## src/rss_pkg.sv

```systemverilog
// ----------------------------------------------------------------------------
// rss_pkg
// shared types, constants and the sort key compare for the record sorter
// ----------------------------------------------------------------------------
package rss_pkg;

  localparam int ID_W          = 32;
  localparam int SCORE_W       = 10;
  localparam int TOTAL_W       = 13;
  localparam int POS_W         = 6;
  localparam int SCORE_INPUTS  = 6;
  localparam int MODE_W        = 2;
  localparam int COURSE_W      = 3;
  localparam int CFG_IDX_W     = 1;
  localparam int CFG_DATA_W    = 3;

  localparam int DEF_MAX_RECORDS = 32;
  localparam int DEF_MAX_SCORES  = 6;

  // register indexes
  localparam logic [CFG_IDX_W-1:0] REG_SORT_MODE    = 1'd0;
  localparam logic [CFG_IDX_W-1:0] REG_COURSE_COUNT = 1'd1;

  // sort modes, anything else sorts by identifier
  localparam logic [MODE_W-1:0] MODE_TOTAL_DESC = 2'd0;
  localparam logic [MODE_W-1:0] MODE_TOTAL_ASC  = 2'd1;

  localparam logic [MODE_W-1:0]   RESET_SORT_MODE    = MODE_TOTAL_DESC;
  localparam logic [COURSE_W-1:0] RESET_COURSE_COUNT = 3'd6;

  typedef struct packed {
    logic [ID_W-1:0]    id;
    logic [TOTAL_W-1:0] total;
  } rec_t;

  localparam int REC_W = $bits(rec_t);

  typedef struct packed {
    logic [MODE_W-1:0]   sort_mode;
    logic [COURSE_W-1:0] course_count;
  } cfg_t;

  typedef struct packed {
    logic valid;
    logic last;
    rec_t rec;
  } load_t;

  // true if cand should replace the current pick, strict so ties keep the pick
  function automatic logic rss_better(logic [MODE_W-1:0] mode, rec_t pick, rec_t cand);
    logic res;
    unique case (mode)
      MODE_TOTAL_DESC: res = pick.total < cand.total;
      MODE_TOTAL_ASC:  res = pick.total > cand.total;
      default:         res = cand.id < pick.id;
    endcase
    return res;
  endfunction

endpackage

```

## src/rss_if.sv

```systemverilog
// ----------------------------------------------------------------------------
// rss_if
// valid/ready channels for record words in and sorted words out
// ----------------------------------------------------------------------------
interface rss_in_if;
  logic                        valid;
  logic                        ready;
  logic [rss_pkg::ID_W-1:0]    id_number;
  logic [rss_pkg::SCORE_W-1:0] score_0;
  logic [rss_pkg::SCORE_W-1:0] score_1;
  logic [rss_pkg::SCORE_W-1:0] score_2;
  logic [rss_pkg::SCORE_W-1:0] score_3;
  logic [rss_pkg::SCORE_W-1:0] score_4;
  logic [rss_pkg::SCORE_W-1:0] score_5;
  logic                        last_record;

  modport source (output valid, id_number, score_0, score_1, score_2, score_3,
                  score_4, score_5, last_record, input ready);
  modport sink   (input valid, id_number, score_0, score_1, score_2, score_3,
                  score_4, score_5, last_record, output ready);
endinterface

interface rss_out_if;
  logic                        valid;
  logic                        ready;
  logic [rss_pkg::POS_W-1:0]   position;
  logic [rss_pkg::ID_W-1:0]    out_id;
  logic [rss_pkg::TOTAL_W-1:0] out_total;
  logic                        last_out;

  modport source (output valid, position, out_id, out_total, last_out, input ready);
  modport sink   (input valid, position, out_id, out_total, last_out, output ready);
endinterface

```

## src/rss_ram.sv

```systemverilog
// ----------------------------------------------------------------------------
// rss_ram
// generic single write, single read ram with registered read data
// ----------------------------------------------------------------------------
module rss_ram #(
  parameter int WIDTH = 8,
  parameter int DEPTH = 16
) (
  input  logic                     clk,
  input  logic                     we,
  input  logic [$clog2(DEPTH)-1:0] waddr,
  input  logic [WIDTH-1:0]         wdata,
  input  logic                     re,
  input  logic [$clog2(DEPTH)-1:0] raddr,
  output logic [WIDTH-1:0]         rdata
);

  logic [WIDTH-1:0] mem [DEPTH];

  always_ff @(posedge clk) begin
    if (we) begin
      mem[waddr] <= wdata;
    end
    if (re) begin
      rdata <= mem[raddr];
    end
  end

endmodule

```

## src/rss_engine.sv

```systemverilog
// ----------------------------------------------------------------------------
// rss_engine
// load sequencer and selection sort over the record ram, one pass per rank
// ----------------------------------------------------------------------------
module rss_engine #(
  parameter int MAX_RECORDS = rss_pkg::DEF_MAX_RECORDS
) (
  input  logic                           clk,
  input  logic                           rst_n,
  input  rss_pkg::cfg_t                  cfg,
  input  rss_pkg::load_t                 load,
  output logic                           load_ready,
  output logic                           ram_we,
  output logic [$clog2(MAX_RECORDS)-1:0] ram_waddr,
  output rss_pkg::rec_t                  ram_wdata,
  output logic                           ram_re,
  output logic [$clog2(MAX_RECORDS)-1:0] ram_raddr,
  input  rss_pkg::rec_t                  ram_rdata,
  rss_out_if.source                      out_ch
);

  localparam int AW = $clog2(MAX_RECORDS);
  localparam int CW = $clog2(MAX_RECORDS + 1);

  localparam logic [1:0] ST_IDLE = 2'd0;
  localparam logic [1:0] ST_SCAN = 2'd1;
  localparam logic [1:0] ST_EMIT = 2'd2;

  logic [1:0]    state_r, state_nxt;
  logic [CW-1:0] count_r, count_nxt;
  logic [AW-1:0] i_r, i_nxt;
  logic [CW-1:0] j_r, j_nxt;
  logic [AW-1:0] k_r, k_nxt;
  logic          rd_vld_r, rd_vld_nxt;
  logic [AW-1:0] rd_idx_r, rd_idx_nxt;
  rss_pkg::rec_t pick_r, pick_nxt;
  rss_pkg::rec_t icur_r, icur_nxt;

  logic                    out_vld_r, out_vld_nxt;
  rss_pkg::rec_t           out_rec_r, out_rec_nxt;
  logic [rss_pkg::POS_W-1:0] out_pos_r, out_pos_nxt;
  logic                    out_last_r, out_last_nxt;

  logic          out_load;
  logic [CW-1:0] i_plus1;
  logic          last_rank;

  assign i_plus1   = CW'(i_r) + CW'(1);
  assign last_rank = (i_plus1 == count_r);

  always_comb begin
    state_nxt    = state_r;
    count_nxt    = count_r;
    i_nxt        = i_r;
    j_nxt        = j_r;
    k_nxt        = k_r;
    rd_vld_nxt   = rd_vld_r;
    rd_idx_nxt   = rd_idx_r;
    pick_nxt     = pick_r;
    icur_nxt     = icur_r;
    out_vld_nxt  = out_vld_r;
    out_rec_nxt  = out_rec_r;
    out_pos_nxt  = out_pos_r;
    out_last_nxt = out_last_r;
    out_load     = 1'b0;
    load_ready   = 1'b0;
    ram_we       = 1'b0;
    ram_waddr    = count_r[AW-1:0];
    ram_wdata    = load.rec;
    ram_re       = 1'b0;
    ram_raddr    = j_r[AW-1:0];

    if (out_vld_r && out_ch.ready) begin
      out_vld_nxt = 1'b0;
    end

    unique case (state_r)
      ST_IDLE: begin
        load_ready = 1'b1;
        if (load.valid) begin
          // full store drops the word but still honors last
          if (count_r < CW'(MAX_RECORDS)) begin
            ram_we    = 1'b1;
            count_nxt = count_r + CW'(1);
          end
          if (load.last) begin
            state_nxt  = ST_SCAN;
            i_nxt      = '0;
            j_nxt      = '0;
            rd_vld_nxt = 1'b0;
          end
        end
      end

      ST_SCAN: begin
        // compare the word returned by last cycle's read
        if (rd_vld_r) begin
          if (rd_idx_r == i_r) begin
            pick_nxt = ram_rdata;
            icur_nxt = ram_rdata;
            k_nxt    = i_r;
          end else if (rss_pkg::rss_better(cfg.sort_mode, pick_r, ram_rdata)) begin
            pick_nxt = ram_rdata;
            k_nxt    = rd_idx_r;
          end
        end
        if (j_r < count_r) begin
          ram_re     = 1'b1;
          rd_vld_nxt = 1'b1;
          rd_idx_nxt = j_r[AW-1:0];
          j_nxt      = j_r + CW'(1);
        end else begin
          rd_vld_nxt = 1'b0;
          state_nxt  = ST_EMIT;
        end
      end

      ST_EMIT: begin
        if (!out_vld_r || out_ch.ready) begin
          out_load     = 1'b1;
          // swap: the old occupant of rank i moves to the pick's slot
          ram_we       = 1'b1;
          ram_waddr    = k_r;
          ram_wdata    = icur_r;
          out_vld_nxt  = 1'b1;
          out_rec_nxt  = pick_r;
          out_pos_nxt  = rss_pkg::POS_W'(i_plus1);
          out_last_nxt = last_rank;
          if (last_rank) begin
            state_nxt = ST_IDLE;
            count_nxt = '0;
          end else begin
            i_nxt     = i_plus1[AW-1:0];
            j_nxt     = i_plus1;
            state_nxt = ST_SCAN;
          end
        end
      end

      default: state_nxt = ST_IDLE;
    endcase
  end

  always_ff @(posedge clk) begin
    if (!rst_n) begin
      state_r   <= ST_IDLE;
      count_r   <= '0;
      rd_vld_r  <= 1'b0;
      out_vld_r <= 1'b0;
    end else begin
      state_r   <= state_nxt;
      count_r   <= count_nxt;
      rd_vld_r  <= rd_vld_nxt;
      out_vld_r <= out_vld_nxt;
    end
    i_r        <= i_nxt;
    j_r        <= j_nxt;
    k_r        <= k_nxt;
    rd_idx_r   <= rd_idx_nxt;
    pick_r     <= pick_nxt;
    icur_r     <= icur_nxt;
    out_rec_r  <= out_rec_nxt;
    out_pos_r  <= out_pos_nxt;
    out_last_r <= out_last_nxt;
  end

  assign out_ch.valid     = out_vld_r;
  assign out_ch.position  = out_pos_r;
  assign out_ch.out_id    = out_rec_r.id;
  assign out_ch.out_total = out_rec_r.total;
  assign out_ch.last_out  = out_last_r;

  a_count_max: assert property (@(posedge clk) disable iff (!rst_n)
    count_r <= CW'(MAX_RECORDS))
    else $error("record count above capacity");

  a_rank_range: assert property (@(posedge clk) disable iff (!rst_n)
    state_r != ST_IDLE |-> CW'(i_r) < count_r)
    else $error("rank index outside stored records");

  a_read_range: assert property (@(posedge clk) disable iff (!rst_n)
    rd_vld_r |-> (state_r == ST_SCAN) && (CW'(rd_idx_r) < count_r))
    else $error("pending read outside scan or stored records");

  a_pick_range: assert property (@(posedge clk) disable iff (!rst_n)
    state_r == ST_EMIT |-> (k_r >= i_r) && (CW'(k_r) < count_r))
    else $error("pick slot outside unsorted range");

  a_run_done: assert property (@(posedge clk) disable iff (!rst_n)
    out_load && last_rank |=> (state_r == ST_IDLE) && (count_r == '0))
    else $error("store not emptied after final rank");

endmodule

```

## src/record_selection_sort_top.sv

```systemverilog
// ----------------------------------------------------------------------------
// record_selection_sort_top
// loads scored records, then emits them ranked by selection sort
// ----------------------------------------------------------------------------
// loading: one word per cycle, ready whenever no sort run is in progress
// sorting: each rank scans the unsorted entries through the ram's registered read,
//   then emits the pick and swaps it into place; a stall on the output side holds the emit
// reset: synchronous active low, empties the store, sort_mode 0, course_count 6;
//   ram contents are left as they are, only entries below the count are read
// ----------------------------------------------------------------------------
module record_selection_sort_top #(
  parameter int MAX_RECORDS = rss_pkg::DEF_MAX_RECORDS,
  parameter int MAX_SCORES  = rss_pkg::DEF_MAX_SCORES
) (
  input  logic                           clk,
  input  logic                           rst_n,
  input  logic                           cfg_we,
  input  logic [rss_pkg::CFG_IDX_W-1:0]  cfg_index,
  input  logic [rss_pkg::CFG_DATA_W-1:0] cfg_data,
  rss_in_if.sink                         in_ch,
  rss_out_if.source                      out_ch
);

  localparam int AW = $clog2(MAX_RECORDS);

  // configuration registers
  rss_pkg::cfg_t cfg_r;

  always_ff @(posedge clk) begin
    if (!rst_n) begin
      cfg_r.sort_mode    <= rss_pkg::RESET_SORT_MODE;
      cfg_r.course_count <= rss_pkg::RESET_COURSE_COUNT;
    end else if (cfg_we) begin
      unique case (cfg_index)
        rss_pkg::REG_SORT_MODE:    cfg_r.sort_mode    <= cfg_data[rss_pkg::MODE_W-1:0];
        rss_pkg::REG_COURSE_COUNT: cfg_r.course_count <= cfg_data[rss_pkg::COURSE_W-1:0];
        default: ;
      endcase
    end
  end

  // record total: add the leading scores, count capped at the build limit
  logic [rss_pkg::SCORE_W-1:0] scores [rss_pkg::SCORE_INPUTS];
  logic [rss_pkg::COURSE_W:0]  score_limit;
  logic [rss_pkg::TOTAL_W-1:0] total;

  assign scores[0] = in_ch.score_0;
  assign scores[1] = in_ch.score_1;
  assign scores[2] = in_ch.score_2;
  assign scores[3] = in_ch.score_3;
  assign scores[4] = in_ch.score_4;
  assign scores[5] = in_ch.score_5;

  always_comb begin
    if ({1'b0, cfg_r.course_count} > (rss_pkg::COURSE_W + 1)'(MAX_SCORES)) begin
      score_limit = (rss_pkg::COURSE_W + 1)'(MAX_SCORES);
    end else begin
      score_limit = {1'b0, cfg_r.course_count};
    end
    total = '0;
    for (int s = 0; s < rss_pkg::SCORE_INPUTS; s++) begin
      if ((rss_pkg::COURSE_W + 1)'(s) < score_limit) begin
        total = total + rss_pkg::TOTAL_W'(scores[s]);
      end
    end
  end

  // load word to the sequencer
  rss_pkg::load_t load;
  logic           load_ready;

  assign load.valid     = in_ch.valid;
  assign load.last      = in_ch.last_record;
  assign load.rec.id    = in_ch.id_number;
  assign load.rec.total = total;
  assign in_ch.ready    = load_ready;

  // record store
  logic          ram_we;
  logic [AW-1:0] ram_waddr;
  rss_pkg::rec_t ram_wdata;
  logic          ram_re;
  logic [AW-1:0] ram_raddr;
  rss_pkg::rec_t ram_rdata;

  rss_ram #(
    .WIDTH (rss_pkg::REC_W),
    .DEPTH (MAX_RECORDS)
  ) u_store (
    .clk   (clk),
    .we    (ram_we),
    .waddr (ram_waddr),
    .wdata (ram_wdata),
    .re    (ram_re),
    .raddr (ram_raddr),
    .rdata (ram_rdata)
  );

  // load sequencer and sort passes
  rss_engine #(
    .MAX_RECORDS (MAX_RECORDS)
  ) u_engine (
    .clk        (clk),
    .rst_n      (rst_n),
    .cfg        (cfg_r),
    .load       (load),
    .load_ready (load_ready),
    .ram_we     (ram_we),
    .ram_waddr  (ram_waddr),
    .ram_wdata  (ram_wdata),
    .ram_re     (ram_re),
    .ram_raddr  (ram_raddr),
    .ram_rdata  (ram_rdata),
    .out_ch     (out_ch)
  );

endmodule

```

## src/flat_wrapper.sv

```systemverilog
// flat-port wrapper written by rule: the top's interface ports become plain ports
module record_selection_sort_top_flat 
#(
  parameter int MAX_RECORDS = rss_pkg::DEF_MAX_RECORDS,
  parameter int MAX_SCORES  = rss_pkg::DEF_MAX_SCORES
)
  (clk, rst_n, cfg_we, cfg_index, cfg_data, in_ch_valid, in_ch_id_number, in_ch_score_0, in_ch_score_1, in_ch_score_2, in_ch_score_3, in_ch_score_4, in_ch_score_5, in_ch_last_record, in_ch_ready, out_ch_valid, out_ch_position, out_ch_out_id, out_ch_out_total, out_ch_last_out, out_ch_ready);
  rss_in_if in_ch_i ();
  rss_out_if out_ch_i ();
  input  logic clk;
  input  logic rst_n;
  input  logic cfg_we;
  input  logic [rss_pkg::CFG_IDX_W-1:0] cfg_index;
  input  logic [rss_pkg::CFG_DATA_W-1:0] cfg_data;
  input wire logic [$bits(in_ch_i.valid)-1:0] in_ch_valid;
  input wire logic [$bits(in_ch_i.id_number)-1:0] in_ch_id_number;
  input wire logic [$bits(in_ch_i.score_0)-1:0] in_ch_score_0;
  input wire logic [$bits(in_ch_i.score_1)-1:0] in_ch_score_1;
  input wire logic [$bits(in_ch_i.score_2)-1:0] in_ch_score_2;
  input wire logic [$bits(in_ch_i.score_3)-1:0] in_ch_score_3;
  input wire logic [$bits(in_ch_i.score_4)-1:0] in_ch_score_4;
  input wire logic [$bits(in_ch_i.score_5)-1:0] in_ch_score_5;
  input wire logic [$bits(in_ch_i.last_record)-1:0] in_ch_last_record;
  output wire logic [$bits(in_ch_i.ready)-1:0] in_ch_ready;
  output wire logic [$bits(out_ch_i.valid)-1:0] out_ch_valid;
  output wire logic [$bits(out_ch_i.position)-1:0] out_ch_position;
  output wire logic [$bits(out_ch_i.out_id)-1:0] out_ch_out_id;
  output wire logic [$bits(out_ch_i.out_total)-1:0] out_ch_out_total;
  output wire logic [$bits(out_ch_i.last_out)-1:0] out_ch_last_out;
  input wire logic [$bits(out_ch_i.ready)-1:0] out_ch_ready;
  assign in_ch_i.valid = in_ch_valid;
  assign in_ch_i.id_number = in_ch_id_number;
  assign in_ch_i.score_0 = in_ch_score_0;
  assign in_ch_i.score_1 = in_ch_score_1;
  assign in_ch_i.score_2 = in_ch_score_2;
  assign in_ch_i.score_3 = in_ch_score_3;
  assign in_ch_i.score_4 = in_ch_score_4;
  assign in_ch_i.score_5 = in_ch_score_5;
  assign in_ch_i.last_record = in_ch_last_record;
  assign in_ch_ready = in_ch_i.ready;
  assign out_ch_valid = out_ch_i.valid;
  assign out_ch_position = out_ch_i.position;
  assign out_ch_out_id = out_ch_i.out_id;
  assign out_ch_out_total = out_ch_i.out_total;
  assign out_ch_last_out = out_ch_i.last_out;
  assign out_ch_i.ready = out_ch_ready;
  record_selection_sort_top #(.MAX_RECORDS(MAX_RECORDS), .MAX_SCORES(MAX_SCORES)) u_core (.clk(clk), .rst_n(rst_n), .cfg_we(cfg_we), .cfg_index(cfg_index), .cfg_data(cfg_data), .in_ch(in_ch_i), .out_ch(out_ch_i));
endmodule
```

## config.mk

```make
export PLATFORM = sky130hd
export DESIGN_NAME = record_selection_sort_top_flat
export DESIGN_NICKNAME = d
export VERILOG_FILES = /design/src/rss_pkg.sv /design/src/rss_if.sv /design/src/rss_ram.sv /design/src/rss_engine.sv /design/src/record_selection_sort_top.sv /design/src/flat_wrapper.sv
export SDC_FILE = /design/constraint.sdc
export NUM_CORES = 2
export LEC_CHECK = 0
export ABC_AREA = 1
export BUFFER_PORTS_ARGS = -buffer_cell sky130_fd_sc_hd__buf_2
export CORE_MARGIN = 2
export CORE_UTILIZATION = 25
export CTS_BUF_LIST = sky130_fd_sc_hd__clkbuf_8
export DETAILED_ROUTE_END_ITERATION = 10
export SYNTH_ARGS = -nofsm -noshare
export SYNTH_HDL_FRONTEND = slang
export SYNTH_SLANG_ARGS = --single-unit
```

## constraint.sdc

```tcl
create_clock -name clk -period 8.1 [get_ports clk]
set_clock_uncertainty 0.05 [all_clocks]
set_input_delay 0.81 -clock clk [delete_from_list [all_inputs] [get_ports clk]]
set_output_delay 0.81 -clock clk [all_outputs]
set_load 0.02 [all_outputs]
```

Yosys cells after proc, flatten, opt, wreduce, memory -nomap -nowiden --
Memory sizes are Yosys's and may differ from the RTL's. A register that Yosys moved wholly into a read port is not among the register bits. Index checks and enable logic that the tools add are counted.
Word-level totals: bits in writable memories 1440, logic and storage cells 129, memories kept 1, bits of input ports 102, flip-flop bits (word level) 178, output and inout bits 54
Operators by class: equal/unequal tests 13, multiplexer cells 56, add/subtract/negate cells 8, bitwise gates (word level) 1, order comparisons 12, reduce and logical (&&, ||, !) cells 20
Memory list:
- u_core.u_store.mem | depth 32, width 45, read ports 1, clocked after Yosys merged registers in 1, write ports 1, line rss_ram.sv:18 | logic [WIDTH-1:0] mem [DEPTH];
Operator list (count):
- $mux W45 | 4
- $mux W13 | 5
- $mux W6 | 9
- $add A13 B10 Y13 | 4
- $mux W5 | 8
- $lt A32 B32 Y1 | 1
- $pmux W6 S3 | 1
- $mux W1 | 17
- $ne A2 B2 Y1 const B | 8
- $gt A13 B13 Y1 | 1
- $lt A13 B13 Y1 | 1
- $add A6 B1 Y6 const B | 2
- $pmux W6 S2 | 1
- $add A10 B10 Y11 | 1
- $mux W10 | 1
- $pmux W5 S2 | 1
- $reduce_and A5 Y1 | 2
- $reduce_and A3 Y1 | 3
- $mux W2 | 4
- $reduce_and A2 Y1 | 4
- $add A5 B1 Y6 const B | 1
- $eq A6 B6 Y1 | 1
- $lt A1 B3 Y1 const A | 2
- $lt A2 B3 Y1 const A | 2
- other kinds (19) | 26

Depth between registers and ports, before layout --
depth after elaboration 16, mapped depth 50

Hierarchy --
Synthesis repeated with hierarchy kept, for this count alone.
Second synthesis, totals: cells, all modules 6270, area, all modules 71255.8 µm²
By module, submodules not included:
- rss_ram | instances 1, sequential area each 44592.8 µm², cells each 4949, area an instance 59955.0 µm²
- rss_engine | instances 1, sequential area each 5094.9 µm², cells each 720, area an instance 7907.6 µm²
- record_selection_sort_top | instances 1, sequential area each 100.1 µm², cells each 601, area an instance 3393.3 µm²

Worst setup path after synthesis --
Ideal clock, no wire load.
path kind input -> register, from input in_ch_score_0[0], to memory u_core.u_store.mem[0][9] (netlist bit) (data pin), library setup time 377 ps, cell stages on the path 41, data arrival time 7217 ps, data required time 7673 ps, path slack 456 ps, path buffers 0, path through inv_1 > nor2_1 > ha_1 > inv_1 > fa_1 > inv_1 > nand3_2 > nand3_1 > o21ai_0 > ha_1 > nand2_1 > nand2_1 > o21bai_1 > nand2_1 > o21ai_0 > xnor2_1 > nand2_1 > nand2_1 > (+5 left out) > xor2_1 > nand2_1 > o21ai_1 > inv_1 > ha_1 > inv_1 > or2_2 > o21ai_0 > xor2_1 > nand2_1 > a21boi_0 > ha_1 > nand2_1 > o21ai_0 > nor2_1 > o31ai_1 > inv_1 > a21oi_1
RTL lines:
- start, declared | line flat_wrapper.sv:17 | input wire logic [$bits(in_ch_i.score_0)-1:0] in_ch_score_0;
- end, declared | line rss_ram.sv:18

==> impl_metrics.json <==
{
  "startpoint": "u_core.cfg_r[1]",
  "firstDrtPassIters": 8,
  "worstHoldPathType": "in2reg",
  "worst-setup-path-type": "reg2reg",
  "power.internal_mw": 18.1,
  "leak_pwr_nw": 26.2,
  "crit_path_top_delay_cell": "sky130_fd_sc_hd__fa_1",
  "die_height_um": 527,
  "grt_antenna_before_repair": 15,
  "cts_tree": "yes",
  "count_of_nets_after_finishing": 5910,
  "grt_max_degree": 221,
  "layout-drive-gt1-share_pct": 11.5,
  "cts.sinks": 1663,
  "power-per-cell-area_mw_per_mm2": 375,
  "cts_buffers": 277,
  "startpoint_of_the_worst_hold_path": "cfg_we",
  "grt_use_total_pct": 14.0,
  "violations_in_the_final_reports": "capacitance limit",
  "hold_ws_ns": 0.141,
  "groute.layer.met2.usage_pct": 23.3,
  "ys_async_sr_fraction_pct": 0,
  "maxCapViolCount": 1,
  "timing.critical_path.fanout_max": 16,
  "grt_most_used_layer": "met2",
  "detail_route.wirelength_mm": 202,
  "area_share_of_the_largest_cell_type_after_synthesis_pct": 72.3,
  "floorplan.initialDensity_pct": 25.1,
  "fp.dieArea_mm2": 0.278,
  "core-area_mm2": 0.273,
  "final_max_slew_viol_count": 0,
  "design_area_mm2": 0.0785,
  "cp_top_family": "simple AND/OR/NAND/NOR gates",
  "floorplan_die_width_um": 527,
  "dp_hpwl_mm": 102,
  "ctsHtreeMaxLevel": 5,
  "synth_cells": 5494,
  "drt-initial-drc-count": 5143,
  "ir_drop_mv": 0.388,
  "whs_path_cells": 3,
  "clock.fmax_mhz": 133,
  "post_drt_via_cell_ratio": 4.87,
  "synth.net_count": 5713,
  "buffers_from_clock_root_to_sink_at_most": 4,
  "grt_util_met3_pct": 2.29,
  "worst_r2r_path_depth": 51,
  "finalSetupViolations": 0,
  "timing.critical_path.to_type": "register",
  "drtAntennaViolNets": 0,
  "final_cells": 9452,
  "detailed_place.area_mm2": 0.0736,
  "area_growth_syn_to_layout_pct": 14.7,
  "synth_edf_count": 1648,
  "hold_viol_final": 0,
  "globalplace.congestion": 0.845,
  "wire_per_inst_um": 21.3,
  "switching_power_mw": 11.3,
  "via_count_of_the_first_global_routing_pass": 44500,
  "synthTopCellsByArea": "sky130_fd_sc_hd__edfxtp_1, sky130_fd_sc_hd__o21ai_0, sky130_fd_sc_hd__nor2_1",
  "headroom_to_the_max_slew_limit_pct": 2.40,
  "placedCellCount": 8992,
  "crit_required_ns": 8.86,
  "grt_use_met1_pct": 18.4,
  "critical_path_cell_count": 51,
  "routed-via-count": 46000,
  "critPathArrivalTime_ns": 8.30,
  "finalWorstPathRequiredPeriod_ns": 7.54,
  "worst_r2r_startpoint": "u_core.cfg_r[1]",
  "max_slew.worst_pin.slew_ns": 1.43,
  "timing.critical_path.buf_inv": 9,
  "synth_top_flop_cell": "sky130_fd_sc_hd__edfxtp_1",
  "placement.io_buffers": 155,
  "grt_first_pass_wirelength_mm": 293,
  "power.switching_fraction_pct": 38.5,
  "setup-tns-final_ns": 0,
  "clkTransAtPathRegs_ns": 0.05,
  "drc_errors": 0,
  "num_io_pins": 156,
  "syn_warnings": 0,
  "share_seq_of_total_power_pct": 40.9,
  "yosysSeqAreaShare_pct": 72.7,
  "ys_seq_elements": 1663,
  "worst_skew_pair.late_latency_ns": 0.99,
  "rows": 192,
  "synth.cell_area_mm2": 0.0684,
  "combinationalPowerShare_pct": 36.8,
  "synth.avg_cell_area_um2": 12.5,
  "status": "finished with violations",
  "synth.lib_cells_used.distinct": 53,
  "cp_slowest_stage_delay_ns": 0.41,
  "synth_area_leader_cell": "sky130_fd_sc_hd__edfxtp_1",
  "part_of_the_cycle_the_worst_path_needs_pct": 93.1,
  "critical-path-top-cell-by-count": "sky130_fd_sc_hd__nand2_1",
  "cts-root-buf": "sky130_fd_sc_hd__clkbuf_8",
  "power.share.clock_pct": 22.3,
  "globalRoute.totalOverflow": 0,
  "crit_path_start_kind": "register"
}
==> power groups by stage <==
stage	Combinational, mW	Clock (mW)	Sequential (mW)
3_3_place_gp	10.4	0	12.2
3_5_place_dp	10.6	0	12.2
5_1_grt	11.9	7.07	12.1
4_1_cts	10.7	6.68	12.1
2_1_floorplan	6.71	0	12.2
6_report	10.8	6.57	12.1
==> metrics by stage <==
stage / power (mW) / utilization [%] / worst slack, ns
finish: 29.5 / 28.8 / 0.556
global route: 31.1 / 28.8 / -0.0519
CTS: 29.4 / 28.7 / 0.109
detailed placement: 22.8 / 27.0 / 0.0165
global placement: 22.6 / 27.0 / 0.131
floorplan: 19.0 / - / 0.456
==> worst register-to-register path: cells and delay by family (launching register included) <==
kind	cells	cell delay [ns]
adder cells (fa/ha/maj)	6	1.86
XOR/XNOR	3	0.49
AND/OR/NAND/NOR	22	2.07
buffers and inverters	9	0.74
flip-flops	1	0.39
AO/OA/AOI/OAI	11	1.80
==> cell usage in the layout, fill, tap and decap left out, types with 8 or more instances in the layout <==
cell	count
sky130_fd_sc_hd__o22ai_1	428
sky130_fd_sc_hd__nand4_1	10
sky130_fd_sc_hd__o21ai_1	16
sky130_fd_sc_hd__nand2_1	450
sky130_fd_sc_hd__o21ai_2	11
sky130_fd_sc_hd__buf_2	155
sky130_fd_sc_hd__dfxtp_1	13
sky130_fd_sc_hd__nor3_1	15
sky130_fd_sc_hd__xor2_1	16
sky130_fd_sc_hd__a21oi_1	86
sky130_fd_sc_hd__inv_1	258
sky130_fd_sc_hd__o211ai_1	8
sky130_fd_sc_hd__ha_1	109
sky130_fd_sc_hd__edfxtp_1	1648
sky130_fd_sc_hd__clkbuf_8	285
sky130_fd_sc_hd__buf_4	74
sky130_fd_sc_hd__clkinv_2	17
sky130_fd_sc_hd__nor2_1	997
sky130_fd_sc_hd__nor2_4	36
sky130_fd_sc_hd__clkinv_1	64
sky130_fd_sc_hd__buf_12	16
sky130_fd_sc_hd__o21ai_0	921
sky130_fd_sc_hd__nand3_1	55
sky130_fd_sc_hd__o32ai_1	23
sky130_fd_sc_hd__nand2_2	11
sky130_fd_sc_hd__xnor2_1	9
==> registers in the layout, summed over array words and instances (netlist names) <==
register and cells:
u_core.u_engine.out_ch.valid 1, u_core.u_engine.out_ch.position 6, u_core.u_engine.i_r 5, u_core.u_engine.out_ch.last_out 1, u_core.u_engine.pick_r 45, u_core.u_engine.j_r 6, u_core.u_engine.state_r 2, u_core.u_engine.icur_r 45
u_core.u_engine.out_ch.out_id 32, u_core.u_store.mem 1440, u_core.u_engine.k_r 5, u_core.u_store.rdata 45, u_core.u_engine.rd_idx_r 5, u_core.cfg_r 5, u_core.u_engine.rd_vld_r 1, u_core.u_engine.out_ch.out_total 13
u_core.u_engine.count_r 6
==> what timing repair did <==
item | 4_1_cts | 5_1_grt
endpoints found under the hold margin | 2 | 0
endpoints found under the setup margin | 0 | 192
setup buffers | 0 | 5
hold buffers | 2 | 0
gates resized for setup | 0 | 27
==> cell type report <==
class	instances	area, µm²
fillers	27600	194000
flip-flops and latches	1663	49800
clock buffers	285	3920
clock inverters	161	766
multi-input cells	3303	17100
diodes	5	12.5
inverters	197	769
repair buffers	249	1710
well taps	3589	4490
==> synthesized netlist by cell type, types with 8 or more instances <==
cell                       instances
sky130_fd_sc_hd__nand3_1          55
sky130_fd_sc_hd__nand2_2           9
sky130_fd_sc_hd__dfxtp_1          15
sky130_fd_sc_hd__o32ai_1          23
sky130_fd_sc_hd__nor2_1         1033
sky130_fd_sc_hd__ha_1            112
sky130_fd_sc_hd__a31oi_1           9
sky130_fd_sc_hd__o22ai_1         429
sky130_fd_sc_hd__o211ai_1          8
sky130_fd_sc_hd__buf_1            18
sky130_fd_sc_hd__xnor2_1           9
sky130_fd_sc_hd__clkbuf_1        303
sky130_fd_sc_hd__inv_1           188
sky130_fd_sc_hd__nor3_1           17
sky130_fd_sc_hd__a21oi_1          91
sky130_fd_sc_hd__nand4_1          10
sky130_fd_sc_hd__buf_2             9
sky130_fd_sc_hd__edfxtp_1       1648
sky130_fd_sc_hd__o21ai_0         927
sky130_fd_sc_hd__o21ai_1          18
sky130_fd_sc_hd__nand2_1         452
sky130_fd_sc_hd__xor2_1           16
==> logic make-up after synthesis <==
family,Yosys count,share of synthesized area (%)
simple gates,1615,9.38
buf+inv,528,2.92
flops,1663,72.7
compound gates,1546,12.4
xor+xnor,25,0.320
fa+ha+maj,117,2.19
==> final timing paths <==
path	end	slack, ns
max	u_core.u_store.mem[11][12]	0.56
min	u_core.cfg_r[0]	0.14
max reg2reg	u_core.u_store.mem[11][12]	0.56
min reg2reg	u_core.u_engine.out_ch.out_total[12]	0.39
==> routing by layer <==
layer	wire length, µm	up-vias	part of all wire (%)
li1	-	20500	-
met4	5340	4	2.6
met1	83100	23000	41
met5	21	-	0.010
met3	16700	328	8.3
met2	96400	2188	48
Note: power is estimated with default switching activity, not from simulation.
